==> src/hw/rtl/csim_pkg.sv <==
// Shared types and constants for the streaming cosine similarity block.
// Used by csim_alu and cosine_similarity_stream; depends on nothing.
`timescale 1ns / 1ps

package csim_pkg;

  localparam int WEIGHT_W = 16;
  localparam int DOT_W    = 44;
  localparam int NORM_W   = 43;
  localparam int MUL_W    = 33;
  localparam int PROD_W   = 2 * MUL_W;
  localparam int WIDE_W   = 64;
  localparam int ROOT_W   = 32;
  localparam int DEN_W    = 63;
  localparam int QUO_W    = 16;
  localparam int CNT_W    = 5;

  localparam logic [CNT_W-1:0] SQRT_STEPS_M1 = CNT_W'(ROOT_W - 1);
  localparam logic [CNT_W-1:0] DIV_STEPS_M1  = CNT_W'(QUO_W - 1);
  localparam int NORM_SHIFT = 20;
  localparam int DIV_SHIFT  = 19;

  typedef struct packed {
    logic signed [WEIGHT_W-1:0] user_weight;
    logic signed [WEIGHT_W-1:0] doc_weight;
    logic                       is_last;
  } item_t;

  typedef struct packed {
    logic signed [QUO_W-1:0] similarity;
    logic                    zero_norm;
  } result_t;

  typedef enum logic [3:0] {
    S_IDLE,
    S_MUL_UD,
    S_MUL_UU,
    S_MUL_DD,
    S_ACC_DD,
    S_CHECK,
    S_SQRT_U,
    S_SQRT_D,
    S_MUL_DEN,
    S_DEN,
    S_DIV_CHK,
    S_DIV,
    S_OUT
  } state_t;

endpackage

==> src/hw/rtl/cosine_similarity_stream.sv <==
// Streaming cosine similarity: accumulates dot product and both norms, one term per transfer.
// Each non-last term runs three multiplies in turn; item_stall holds until the sequencer is idle again.
// A last term then runs two 32-step square roots and a 16-step division (skipped when the
// quotient saturates) on one shared multiplier and compare-subtract unit; a zero norm skips to the output.
// Synchronous active-high reset clears the sequencer, accumulators and result valid.
`timescale 1ns / 1ps

module cosine_similarity_stream (
  input  logic              clk,
  input  logic              rst,
  input  logic              item_valid,
  output logic              item_stall,
  input  csim_pkg::item_t   item,
  output logic              result_valid,
  input  logic              result_stall,
  output csim_pkg::result_t result
);

  csim_pkg::state_t state, state_next;

  csim_pkg::item_t                         item_q;
  logic signed [csim_pkg::DOT_W-1:0]       dot_sum;
  logic        [csim_pkg::NORM_W-1:0]      user_norm_sum;
  logic        [csim_pkg::NORM_W-1:0]      doc_norm_sum;
  logic        [csim_pkg::WIDE_W-1:0]      sq_v;
  logic        [csim_pkg::WIDE_W-1:0]      sq_res;
  logic        [csim_pkg::WIDE_W-1:0]      sq_bit;
  logic        [csim_pkg::ROOT_W-1:0]      su;
  logic        [csim_pkg::ROOT_W-1:0]      sd;
  logic        [csim_pkg::DEN_W-1:0]       den;
  logic        [csim_pkg::WIDE_W-1:0]      rem;
  logic        [csim_pkg::QUO_W-1:0]       quo;
  logic                                    sat;
  logic                                    zero_flag;
  logic        [csim_pkg::CNT_W-1:0]       cnt;

  logic signed [csim_pkg::MUL_W-1:0]       mul_a, mul_b;
  logic signed [csim_pkg::PROD_W-1:0]      prod;
  logic        [csim_pkg::WIDE_W-1:0]      sub_a, sub_b, diff;
  logic                                    ge;
  logic                                    accept, load;

  logic        [csim_pkg::DOT_W:0]         dot_add;
  logic        [csim_pkg::DOT_W-1:0]       dot_next;
  logic        [csim_pkg::NORM_W:0]        unorm_add, dnorm_add;
  logic        [csim_pkg::NORM_W-1:0]      unorm_next, dnorm_next;
  logic        [csim_pkg::DOT_W-1:0]       mag;
  logic        [csim_pkg::WIDE_W-1:0]      sq_res_next;
  logic signed [csim_pkg::QUO_W-1:0]       sim;

  csim_alu u_alu (
    .clk   (clk),
    .mul_a (mul_a),
    .mul_b (mul_b),
    .prod  (prod),
    .sub_a (sub_a),
    .sub_b (sub_b),
    .ge    (ge),
    .diff  (diff)
  );

  assign item_stall = (state != csim_pkg::S_IDLE);
  assign accept     = item_valid && !item_stall;

  always_ff @(posedge clk) begin
    if (rst) begin
      state <= csim_pkg::S_IDLE;
    end else begin
      state <= state_next;
    end
  end

  always_comb begin
    state_next = state;
    load       = 1'b0;
    case (state)
      csim_pkg::S_IDLE:    if (item_valid) state_next = csim_pkg::S_MUL_UD;
      csim_pkg::S_MUL_UD:  state_next = csim_pkg::S_MUL_UU;
      csim_pkg::S_MUL_UU:  state_next = csim_pkg::S_MUL_DD;
      csim_pkg::S_MUL_DD:  state_next = csim_pkg::S_ACC_DD;
      csim_pkg::S_ACC_DD:  state_next = item_q.is_last ? csim_pkg::S_CHECK : csim_pkg::S_IDLE;
      csim_pkg::S_CHECK: begin
        if (user_norm_sum == '0 || doc_norm_sum == '0) begin
          state_next = csim_pkg::S_OUT;
        end else begin
          state_next = csim_pkg::S_SQRT_U;
        end
      end
      csim_pkg::S_SQRT_U:  if (cnt == '0) state_next = csim_pkg::S_SQRT_D;
      csim_pkg::S_SQRT_D:  if (cnt == '0) state_next = csim_pkg::S_MUL_DEN;
      csim_pkg::S_MUL_DEN: state_next = csim_pkg::S_DEN;
      csim_pkg::S_DEN:     state_next = csim_pkg::S_DIV_CHK;
      csim_pkg::S_DIV_CHK: state_next = ge ? csim_pkg::S_OUT : csim_pkg::S_DIV;
      csim_pkg::S_DIV:     if (cnt == '0) state_next = csim_pkg::S_OUT;
      csim_pkg::S_OUT: begin
        if (!result_valid || !result_stall) begin
          load       = 1'b1;
          state_next = csim_pkg::S_IDLE;
        end
      end
      default:             state_next = csim_pkg::S_IDLE;
    endcase
  end

  always_comb begin
    mul_a = '0;
    mul_b = '0;
    sub_a = '0;
    sub_b = '0;
    case (state)
      csim_pkg::S_MUL_UD: begin
        mul_a = csim_pkg::MUL_W'(item_q.user_weight);
        mul_b = csim_pkg::MUL_W'(item_q.doc_weight);
      end
      csim_pkg::S_MUL_UU: begin
        mul_a = csim_pkg::MUL_W'(item_q.user_weight);
        mul_b = csim_pkg::MUL_W'(item_q.user_weight);
      end
      csim_pkg::S_MUL_DD: begin
        mul_a = csim_pkg::MUL_W'(item_q.doc_weight);
        mul_b = csim_pkg::MUL_W'(item_q.doc_weight);
      end
      csim_pkg::S_MUL_DEN: begin
        mul_a = $signed({1'b0, su});
        mul_b = $signed({1'b0, sd});
      end
      csim_pkg::S_SQRT_U, csim_pkg::S_SQRT_D: begin
        sub_a = sq_v;
        sub_b = sq_res + sq_bit;
      end
      csim_pkg::S_DIV_CHK: begin
        sub_a = rem;
        sub_b = {1'b0, den};
      end
      csim_pkg::S_DIV: begin
        sub_a = {rem[csim_pkg::WIDE_W-2:0], 1'b0};
        sub_b = {1'b0, den};
      end
      default: begin
        sub_a = '0;
      end
    endcase
  end

  assign dot_add = {dot_sum[csim_pkg::DOT_W-1], dot_sum}
                 + {{(csim_pkg::DOT_W-31){prod[31]}}, prod[31:0]};
  assign dot_next = (dot_add[csim_pkg::DOT_W] != dot_add[csim_pkg::DOT_W-1])
                  ? {dot_add[csim_pkg::DOT_W], {(csim_pkg::DOT_W-1){~dot_add[csim_pkg::DOT_W]}}}
                  : dot_add[csim_pkg::DOT_W-1:0];

  assign unorm_add  = {1'b0, user_norm_sum} + {(csim_pkg::NORM_W-31)'(0), prod[31:0]};
  assign dnorm_add  = {1'b0, doc_norm_sum} + {(csim_pkg::NORM_W-31)'(0), prod[31:0]};
  assign unorm_next = unorm_add[csim_pkg::NORM_W] ? '1 : unorm_add[csim_pkg::NORM_W-1:0];
  assign dnorm_next = dnorm_add[csim_pkg::NORM_W] ? '1 : dnorm_add[csim_pkg::NORM_W-1:0];

  assign mag = dot_sum[csim_pkg::DOT_W-1] ? (~dot_sum + 1'b1) : dot_sum;

  assign sq_res_next = ge ? ((sq_res >> 1) + sq_bit) : (sq_res >> 1);

  always_ff @(posedge clk) begin
    if (rst) begin
      dot_sum       <= '0;
      user_norm_sum <= '0;
      doc_norm_sum  <= '0;
    end else begin
      case (state)
        csim_pkg::S_MUL_UU: dot_sum       <= dot_next;
        csim_pkg::S_MUL_DD: user_norm_sum <= unorm_next;
        csim_pkg::S_ACC_DD: doc_norm_sum  <= dnorm_next;
        csim_pkg::S_OUT: begin
          if (load) begin
            dot_sum       <= '0;
            user_norm_sum <= '0;
            doc_norm_sum  <= '0;
          end
        end
        default: dot_sum <= dot_sum;
      endcase
    end
  end

  always_ff @(posedge clk) begin
    if (accept) begin
      item_q <= item;
    end
    case (state)
      csim_pkg::S_CHECK: begin
        zero_flag <= (user_norm_sum == '0) || (doc_norm_sum == '0);
        sat       <= 1'b0;
        quo       <= '0;
        sq_v      <= {(csim_pkg::WIDE_W-csim_pkg::NORM_W-csim_pkg::NORM_SHIFT)'(0),
                      user_norm_sum, csim_pkg::NORM_SHIFT'(0)};
        sq_res    <= '0;
        sq_bit    <= {2'b01, (csim_pkg::WIDE_W-2)'(0)};
        cnt       <= csim_pkg::SQRT_STEPS_M1;
      end
      csim_pkg::S_SQRT_U: begin
        cnt <= cnt - 1'b1;
        if (cnt == '0) begin
          su     <= sq_res_next[csim_pkg::ROOT_W-1:0];
          sq_v   <= {(csim_pkg::WIDE_W-csim_pkg::NORM_W-csim_pkg::NORM_SHIFT)'(0),
                     doc_norm_sum, csim_pkg::NORM_SHIFT'(0)};
          sq_res <= '0;
          sq_bit <= {2'b01, (csim_pkg::WIDE_W-2)'(0)};
          cnt    <= csim_pkg::SQRT_STEPS_M1;
        end else begin
          if (ge) sq_v <= diff;
          sq_res <= sq_res_next;
          sq_bit <= sq_bit >> 2;
        end
      end
      csim_pkg::S_SQRT_D: begin
        cnt    <= cnt - 1'b1;
        sq_res <= sq_res_next;
        sq_bit <= sq_bit >> 2;
        if (ge) sq_v <= diff;
        if (cnt == '0) begin
          sd <= sq_res_next[csim_pkg::ROOT_W-1:0];
        end
      end
      csim_pkg::S_DEN: begin
        den <= prod[csim_pkg::DEN_W-1:0];
        rem <= {1'b0, mag, csim_pkg::DIV_SHIFT'(0)};
      end
      csim_pkg::S_DIV_CHK: begin
        sat <= ge;
        cnt <= csim_pkg::DIV_STEPS_M1;
      end
      csim_pkg::S_DIV: begin
        cnt <= cnt - 1'b1;
        rem <= ge ? diff : {rem[csim_pkg::WIDE_W-2:0], 1'b0};
        quo <= {quo[csim_pkg::QUO_W-2:0], ge};
      end
      default: begin
        cnt <= cnt;
      end
    endcase
  end

  always_comb begin
    if (zero_flag) begin
      sim = '0;
    end else if (!dot_sum[csim_pkg::DOT_W-1]) begin
      sim = (sat || quo[csim_pkg::QUO_W-1]) ? {1'b0, {(csim_pkg::QUO_W-1){1'b1}}} : $signed(quo);
    end else if (sat || quo > {1'b1, (csim_pkg::QUO_W-1)'(0)}) begin
      sim = {1'b1, (csim_pkg::QUO_W-1)'(0)};
    end else begin
      sim = $signed(~quo + 1'b1);
    end
  end

  always_ff @(posedge clk) begin
    if (rst) begin
      result_valid <= 1'b0;
    end else if (load) begin
      result_valid <= 1'b1;
    end else if (!result_stall) begin
      result_valid <= 1'b0;
    end
  end

  always_ff @(posedge clk) begin
    if (load) begin
      result.similarity <= sim;
      result.zero_norm  <= zero_flag;
    end
  end

`ifndef SYNTHESIS
  a_result_from_out: assert property (@(posedge clk) disable iff (rst)
    $rose(result_valid) |-> $past(state) == csim_pkg::S_OUT)
    else $error("result raised outside the output step");

  a_clear_after_load: assert property (@(posedge clk) disable iff (rst)
    load |=> (dot_sum == '0 && user_norm_sum == '0 && doc_norm_sum == '0))
    else $error("accumulators not cleared after result load");

  a_zero_norm_sim: assert property (@(posedge clk) disable iff (rst)
    (result_valid && result.zero_norm) |-> result.similarity == '0)
    else $error("zero norm result carries nonzero similarity");

  a_rem_below_den: assert property (@(posedge clk) disable iff (rst)
    (state == csim_pkg::S_DIV) |-> (rem < {1'b0, den}))
    else $error("division remainder not below divisor");

  a_sqrt_bit_onehot: assert property (@(posedge clk) disable iff (rst)
    (state == csim_pkg::S_SQRT_U || state == csim_pkg::S_SQRT_D) |-> $onehot(sq_bit))
    else $error("square root trial bit lost");
`endif

endmodule

==> src/hw/rtl/csim_alu.sv <==
// Shared arithmetic unit: one registered signed multiplier and one wide compare-subtract.
// Depends on csim_pkg for widths.
`timescale 1ns / 1ps

module csim_alu (
  input  logic                                     clk,
  input  logic signed [csim_pkg::MUL_W-1:0]        mul_a,
  input  logic signed [csim_pkg::MUL_W-1:0]        mul_b,
  output logic signed [csim_pkg::PROD_W-1:0]       prod,
  input  logic        [csim_pkg::WIDE_W-1:0]       sub_a,
  input  logic        [csim_pkg::WIDE_W-1:0]       sub_b,
  output logic                                     ge,
  output logic        [csim_pkg::WIDE_W-1:0]       diff
);

  logic [csim_pkg::WIDE_W:0] wide_sub;

  always_ff @(posedge clk) begin
    prod <= mul_a * mul_b;
  end

  assign wide_sub = {1'b0, sub_a} - {1'b0, sub_b};
  assign ge       = ~wide_sub[csim_pkg::WIDE_W];
  assign diff     = wide_sub[csim_pkg::WIDE_W-1:0];

endmodule
==> config.mk <==
export PLATFORM = sky130hd
export DESIGN_NAME = cosine_similarity_stream
export DESIGN_NICKNAME = d
export VERILOG_FILES = /design/src/hw/rtl/csim_pkg.sv /design/src/hw/rtl/cosine_similarity_stream.sv /design/src/hw/rtl/csim_alu.sv
export SDC_FILE = /design/constraint.sdc
export NUM_CORES = 2
export LEC_CHECK = 0
export BUFFER_PORTS_ARGS = -buffer_cell sky130_fd_sc_hd__buf_2
export CORE_MARGIN = 2
export CORE_UTILIZATION = 55
export CTS_CLUSTER_DIAMETER = 80
export CTS_CLUSTER_SIZE = 30
export DETAILED_ROUTE_END_ITERATION = 8
export GPL_TIMING_DRIVEN = 0
export PLACE_DENSITY = 0.71
export SETUP_SLACK_MARGIN = 0.3
export SLEW_MARGIN = 10
export SYNTH_ARGS = -nofsm -noshare
export SYNTH_HDL_FRONTEND = slang
export SYNTH_SLANG_ARGS = --single-unit
export TNS_END_PERCENT = 10
==> constraint.sdc <==
create_clock -name clk -period 23.8 [get_ports clk]
set_input_delay 3.57 -clock clk [delete_from_list [all_inputs] [get_ports clk]]
set_output_delay 3.57 -clock clk [all_outputs]
set_load 0.02 [all_outputs]
After elaboration in Yosys (flattened, before gate mapping). Index checks and enable logic that the tools add are counted.

Register bits: 654. Bits of input ports: 37.

$add $sub $neg: 9. Multipliers: 1. $lt $le $gt $ge: 1. Equal/unequal tests: 20. Multiplexer cells: 43. Bitwise logic cells: 4. Reductions and logical operators: 32.

Operators by type and width (count): $pmux W64 S3 (4); $mux W64 (5); $pmux W64 S2 (2); $pmux W33 S3 (2); $pmux W43 S2 (2); $mux W44 (3); $mux W43 (3); $add A43 B32 Y44 (2); $pmux W44 S2 (1); $logic_not A43 Y1 (2); $sub A64 B64 Y65 (1); $add A63 B64 Y64 (1); $add A64 B64 Y64 (1); $mul A33 B33 Y63 (1); $mux W63 (1); $pmux W4 S13 (1); $mux W16 (3); $add A44 B32 Y45 (1); $add A44 B1 Y44 const B (1); $not A44 Y44 (1); $pmux W16 S2 (1); $mux W4 (6); $eq A4 B4 Y1 const B (5); $pmux W5 S4 (1); other kinds (26) (59).

Logic depth before layout (Yosys ltp).
Word-level depth: 7. Depth in mapped cells: 39. Mapped depth without buffers: 32.

Modules after synthesis. From an unflattened synthesis, not the netlist that was laid out.

Cells, all modules: 9004. Area total of the unflattened synthesis: 80962.6 um^2.

Modules (own cells, without submodules): csim_alu (instances 1, cells each 4847, area each 43875.8 um^2, seq. area each 1321.3 um^2); cosine_similarity_stream (instances 1, cells each 4157, area each 37086.8 um^2, seq. area each 15434.8 um^2).

Worst setup path before layout. Ideal clock, no wire load.

Kind: flip-flop to flip-flop. Start point: register state[0]. End point: register u_alu.prod[59] (netlist name). Arrival time: 9.786 ns. Path slack: 13.949 ns. Cell stages (with the launch flop): 32. Path buffers: 5. Clock period less this slack: 9.851 ns. Path through: dfxtp_1 > clkbuf_1 > nor3b_1 > a21o_1 > clkbuf_1 > a22o_1 > clkbuf_1 > clkbuf_1 > buf_1 > nand2_1 > inv_1 > fa_1 > fa_1 > fa_1 > inv_1 > fa_1 > inv_1 > fa_1 > fa_1 > fa_1 > inv_1 > fa_1 > inv_1 > ha_1 > nand2_1 > nand2b_1 > a221oi_1 > and3_1 > a221oi_1 > o41a_1 > or4b_2 > nand4b_1.

Cells in the longest elaborated chain, start to end: 4. Elaborated cells between the ends (all ways): 9. Those cells by class: 1 x mul; 4 x eq/ne; 2 x mux; 2 x reduce/logical.

RTL lines: from (decl) (RTL line cosine_similarity_stream.sv:19) `csim_pkg::state_t state, state_next;`; from (signal assigned) (RTL line cosine_similarity_stream.sv:67) `state <= csim_pkg::S_IDLE;`; from (signal assigned) (RTL line cosine_similarity_stream.sv:69) `state <= state_next;`; $eq A4 B2 Y1 / $eq A4 B1 Y1 (equally long branches) (RTL line cosine_similarity_stream.sv:110) `case (state)`; $reduce_or A2 Y1 (no line); $pmux W33 S3 (RTL line cosine_similarity_stream.sv:110); $mul A33 B33 Y63 (*) (RTL line csim_alu.sv:19) `prod <= mul_a * mul_b;`; to (signal assigned) (RTL line csim_alu.sv:19); to (decl) (RTL line csim_alu.sv:9) `output logic signed [csim_pkg::PROD_W-1:0] prod,`.

Every way passes the cells marked *; elsewhere a longest branch is shown, timed or not. A chain may end at the register's enable or synchronous reset.

Final worst setup path.
Start point: register state[3]. End point: register u_alu.prod[62] (netlist name).

The elaborated chain is that of the path after synthesis.

==> flow_metrics.env <==
export IMPL_run_status="complete, no violations"
export IMPL_fillers=12800
export IMPL_critPathSlowestCell="clkbuf_1"
export IMPL_final_setup_tns_ns=0
export IMPL_worstPathArrival_ns=14.92
export IMPL_rows=138
export IMPL_synthTopCellsByArea="fa_1, edfxtp_1, ha_1, inv_1, nand2_1"
export IMPL_clkSlewWorstSetupHoldPaths_ns=0.10
export IMPL_r2r_start="state[3]"
export IMPL_io_buffers=54
export IMPL_routedWlPerCell_um=30.5
export IMPL_async_flop_share_pct=0
export IMPL_hold_path_cell_count=0
export IMPL_hp_start="u_alu.prod[34]"
export IMPL_r2r_end="u_alu.prod[62]"
export IMPL_drv_cap=0
export IMPL_die_h_um=381
export IMPL_synth_top_area_share_pct=28.6
export IMPL_ys_seq_area_share_pct=21.4
export IMPL_core_area_um2=141000
export IMPL_clock_latency_ns=0.73
export IMPL_critPathKind="reg -> reg"
export IMPL_die_x_um=381
export IMPL_cts_buffers=50
export IMPL_cts_resized=0
export IMPL_synth_top_flop_cell="edfxtp_1"
export IMPL_cts_max_level=2
export IMPL_hold_viol_final=0
export IMPL_final_max_slew_viol_count=0
export IMPL_crit_top_cell="fa_1"
export IMPL_grtUsageTotal_pct=45.1
export IMPL_yosysMostFrequentCell="inv_1"
export IMPL_drt_iter0_drc=10200
export IMPL_slowest_delay_ns=0.88
export IMPL_final_util_pct=59.1
export IMPL_ant_nets=0
export IMPL_min_to="den[34]"
export IMPL_start_kind="flip-flop"
export IMPL_maxSlewHeadroom_pct=1.98
export IMPL_ys_ff_latch=622
export IMPL_gr_total_overflow=0
export IMPL_min_path_type="reg -> reg"
export IMPL_synth_edf_count=424
export IMPL_cts_sinks=622
export IMPL_r2r_cells=35
export IMPL_r2r_slack_ns=9.48
export IMPL_dpl_hpwl_um=274000
export IMPL_critPathMaxFanout=10
export IMPL_place_congestion=1.06
export IMPL_yosys_top_cells_count="inv_1, fa_1, nand2_1"
export IMPL_fin_crit_ns=14.32
export IMPL_worst_slew_pin_transition_ns=1.47
export IMPL_synth_area_per_cell_um2=8.94
export IMPL_postCtsSetupRepairBufs=0
export IMPL_crit_path_end_kind="flip-flop"
export IMPL_cts_root_buf="clkbuf_16"
export IMPL_synth_cell_types=85
export IMPL_antenna_found_initial=24
export IMPL_cts_tree="done"
export IMPL_synth_area_um2=78100
export IMPL_grt_max_degree=64
export IMPL_drtPass1Iterations=9
export IMPL_drc=0
export IMPL_syn_inst=8738
export IMPL_drive_above_1_share_pct=3.44
export IMPL_grt_pass1_wl_um=472000
export IMPL_fmax_mhz=69.8
export IMPL_first_global_vias=68500
export IMPL_cts_hold_buf=0
export IMPL_rsz0062_at_grt="no"
export IMPL_nNetsFinal=10500
export IMPL_io_pins=56
export IMPL_num_vias=70600
export IMPL_min_period_over_period_pct=60.2
export IMPL_yosys_warnings=0
export IMPL_area_growth_syn_to_layout_pct=6.97
export IMPL_crit_required_ns=24.40
export IMPL_routed_via_density=6.52
export IMPL_drt_total_wl_um=330000
export IMPL_setup_violations=0
export IMPL_synth_nets=10300
export IMPL_clk_path_buf_depth=3
export IMPL_start_util_pct=55.3
export IMPL_die_area_um2=145000
export IMPL_fin_worst_skew_ns=0.106
export IMPL_synth_top_cell_by_area="fa_1"
==> through the flow <==
| step | instance area (um^2) | std cells | worst slack (ns) | hold WS [ns] |
|---|---|---|---|---|
| 2_1_floorplan | 78100 | 8738 | 13.95 | 0.386 |
| 3_3_place_gp | 80700 | 10700 | 8.03 | 0.389 |
| 3_5_place_dp | 81300 | 10700 | 10.13 | 0.389 |
| 4_1_cts | 83500 | 10800 | 10.13 | 0.333 |
| 5_1_grt | 83500 | 10800 | 9.29 | 0.350 |
| 6_report | 83500 | 10800 | 9.48 | 0.343 |
==> per-layer routing <==
| metal | part of all wire [%] | up-vias | wire (um) | GRT usage, % |
|---|---|---|---|---|
| li1 | - | 29400 | - | - |
| met1 | 38 | 35100 | 126000 | 61.5 |
| met4 | 6.2 | 20 | 20400 | 22.1 |
| met2 | 40 | 5099 | 132000 | 62.4 |
| met3 | 16 | 943 | 51200 | 17.3 |
| met5 | 0.13 | - | 445 | 1.62 |
==> worst max-delay path by stage <==
stage | start | endpoint | slack [ns] | depth (start not counted)
floorplan | state[0] | u_alu.prod[59] | 13.95 | 31
global placement | state[0] | u_alu.prod[61] | 8.03 | 31
detailed placement | state[3] | u_alu.prod[62] | 10.13 | 35
CTS | state[3] | u_alu.prod[62] | 10.13 | 35
global route | state[3] | u_alu.prod[62] | 9.29 | 35
finish | state[3] | u_alu.prod[62] | 9.48 | 35
==> registers in the layout, summed over array words and instances (netlist names) <==
| register | flops |
|---|---|
| sq_v | 64 |
| sd | 32 |
| zero_flag | 1 |
| cnt | 5 |
| sat | 1 |
| doc_norm_sum | 43 |
| den | 63 |
| su | 32 |
| item_q | 33 |
| state | 4 |
| user_norm_sum | 43 |
| rem | 64 |
| result | 17 |
| sq_res | 64 |
| dot_sum | 44 |
| result_valid | 1 |
| sq_bit | 32 |
| u_alu.prod | 63 |
| quo | 16 |
==> final cells by class <==
type	instances	area (um^2)	share of cell area [%]
multi-input cells	6472	55300	66.2
flip-flops and latches	622	16700	20.0
inverters	1183	4440	5.32
well taps	1890	2360	2.83
plain buffers	461	1740	2.09
clock buffers	50	1250	1.50
clock inverters	44	908	1.09
repair buffers	92	766	0.917
diodes	12	30.0	0.0360
==> cells by family after synthesis <==
logic type               Yosys count  synth area share [%]
multiplexers                      35                 0.470
adder cells (fa/ha/maj)         1568                  35.9
AND/OR/NAND/NOR                 2754                  15.5
flip-flops                       622                  21.4
XOR/XNOR                         363                  4.07
AO/OA/AOI/OAI                   1752                  14.8
buffers and inverters           1644                  7.90
==> cell usage in the layout (no fill, tap or decap), types with 64 or more instances in the layout <==
cell,n
clkbuf_1,414
and2_1,123
nand4_1,75
xor2_1,121
dfxtp_1,198
a31oi_1,128
fa_1,1116
nor3_1,147
a22oi_1,128
a21oi_1,441
a21o_1,136
o21ai_0,339
nor2_1,876
nand3_1,121
xnor2_1,242
a211oi_1,64
ha_1,451
inv_1,1182
edfxtp_1,424
nand2_1,1091
==> worst max-delay path: cells and delay by family, from the launching register on <==
family	cells	cell delay, ns
adder cells (fa/ha/maj)	9	4.61
buffers and inverters	11	4.11
AND/OR/NAND/NOR	8	3.17
AO/OA/AOI/OAI	7	1.92
flip-flops	1	0.35
Power is not shown: default switching activity piles up to over one toggle a cycle in this logic, so the estimate is an artifact.
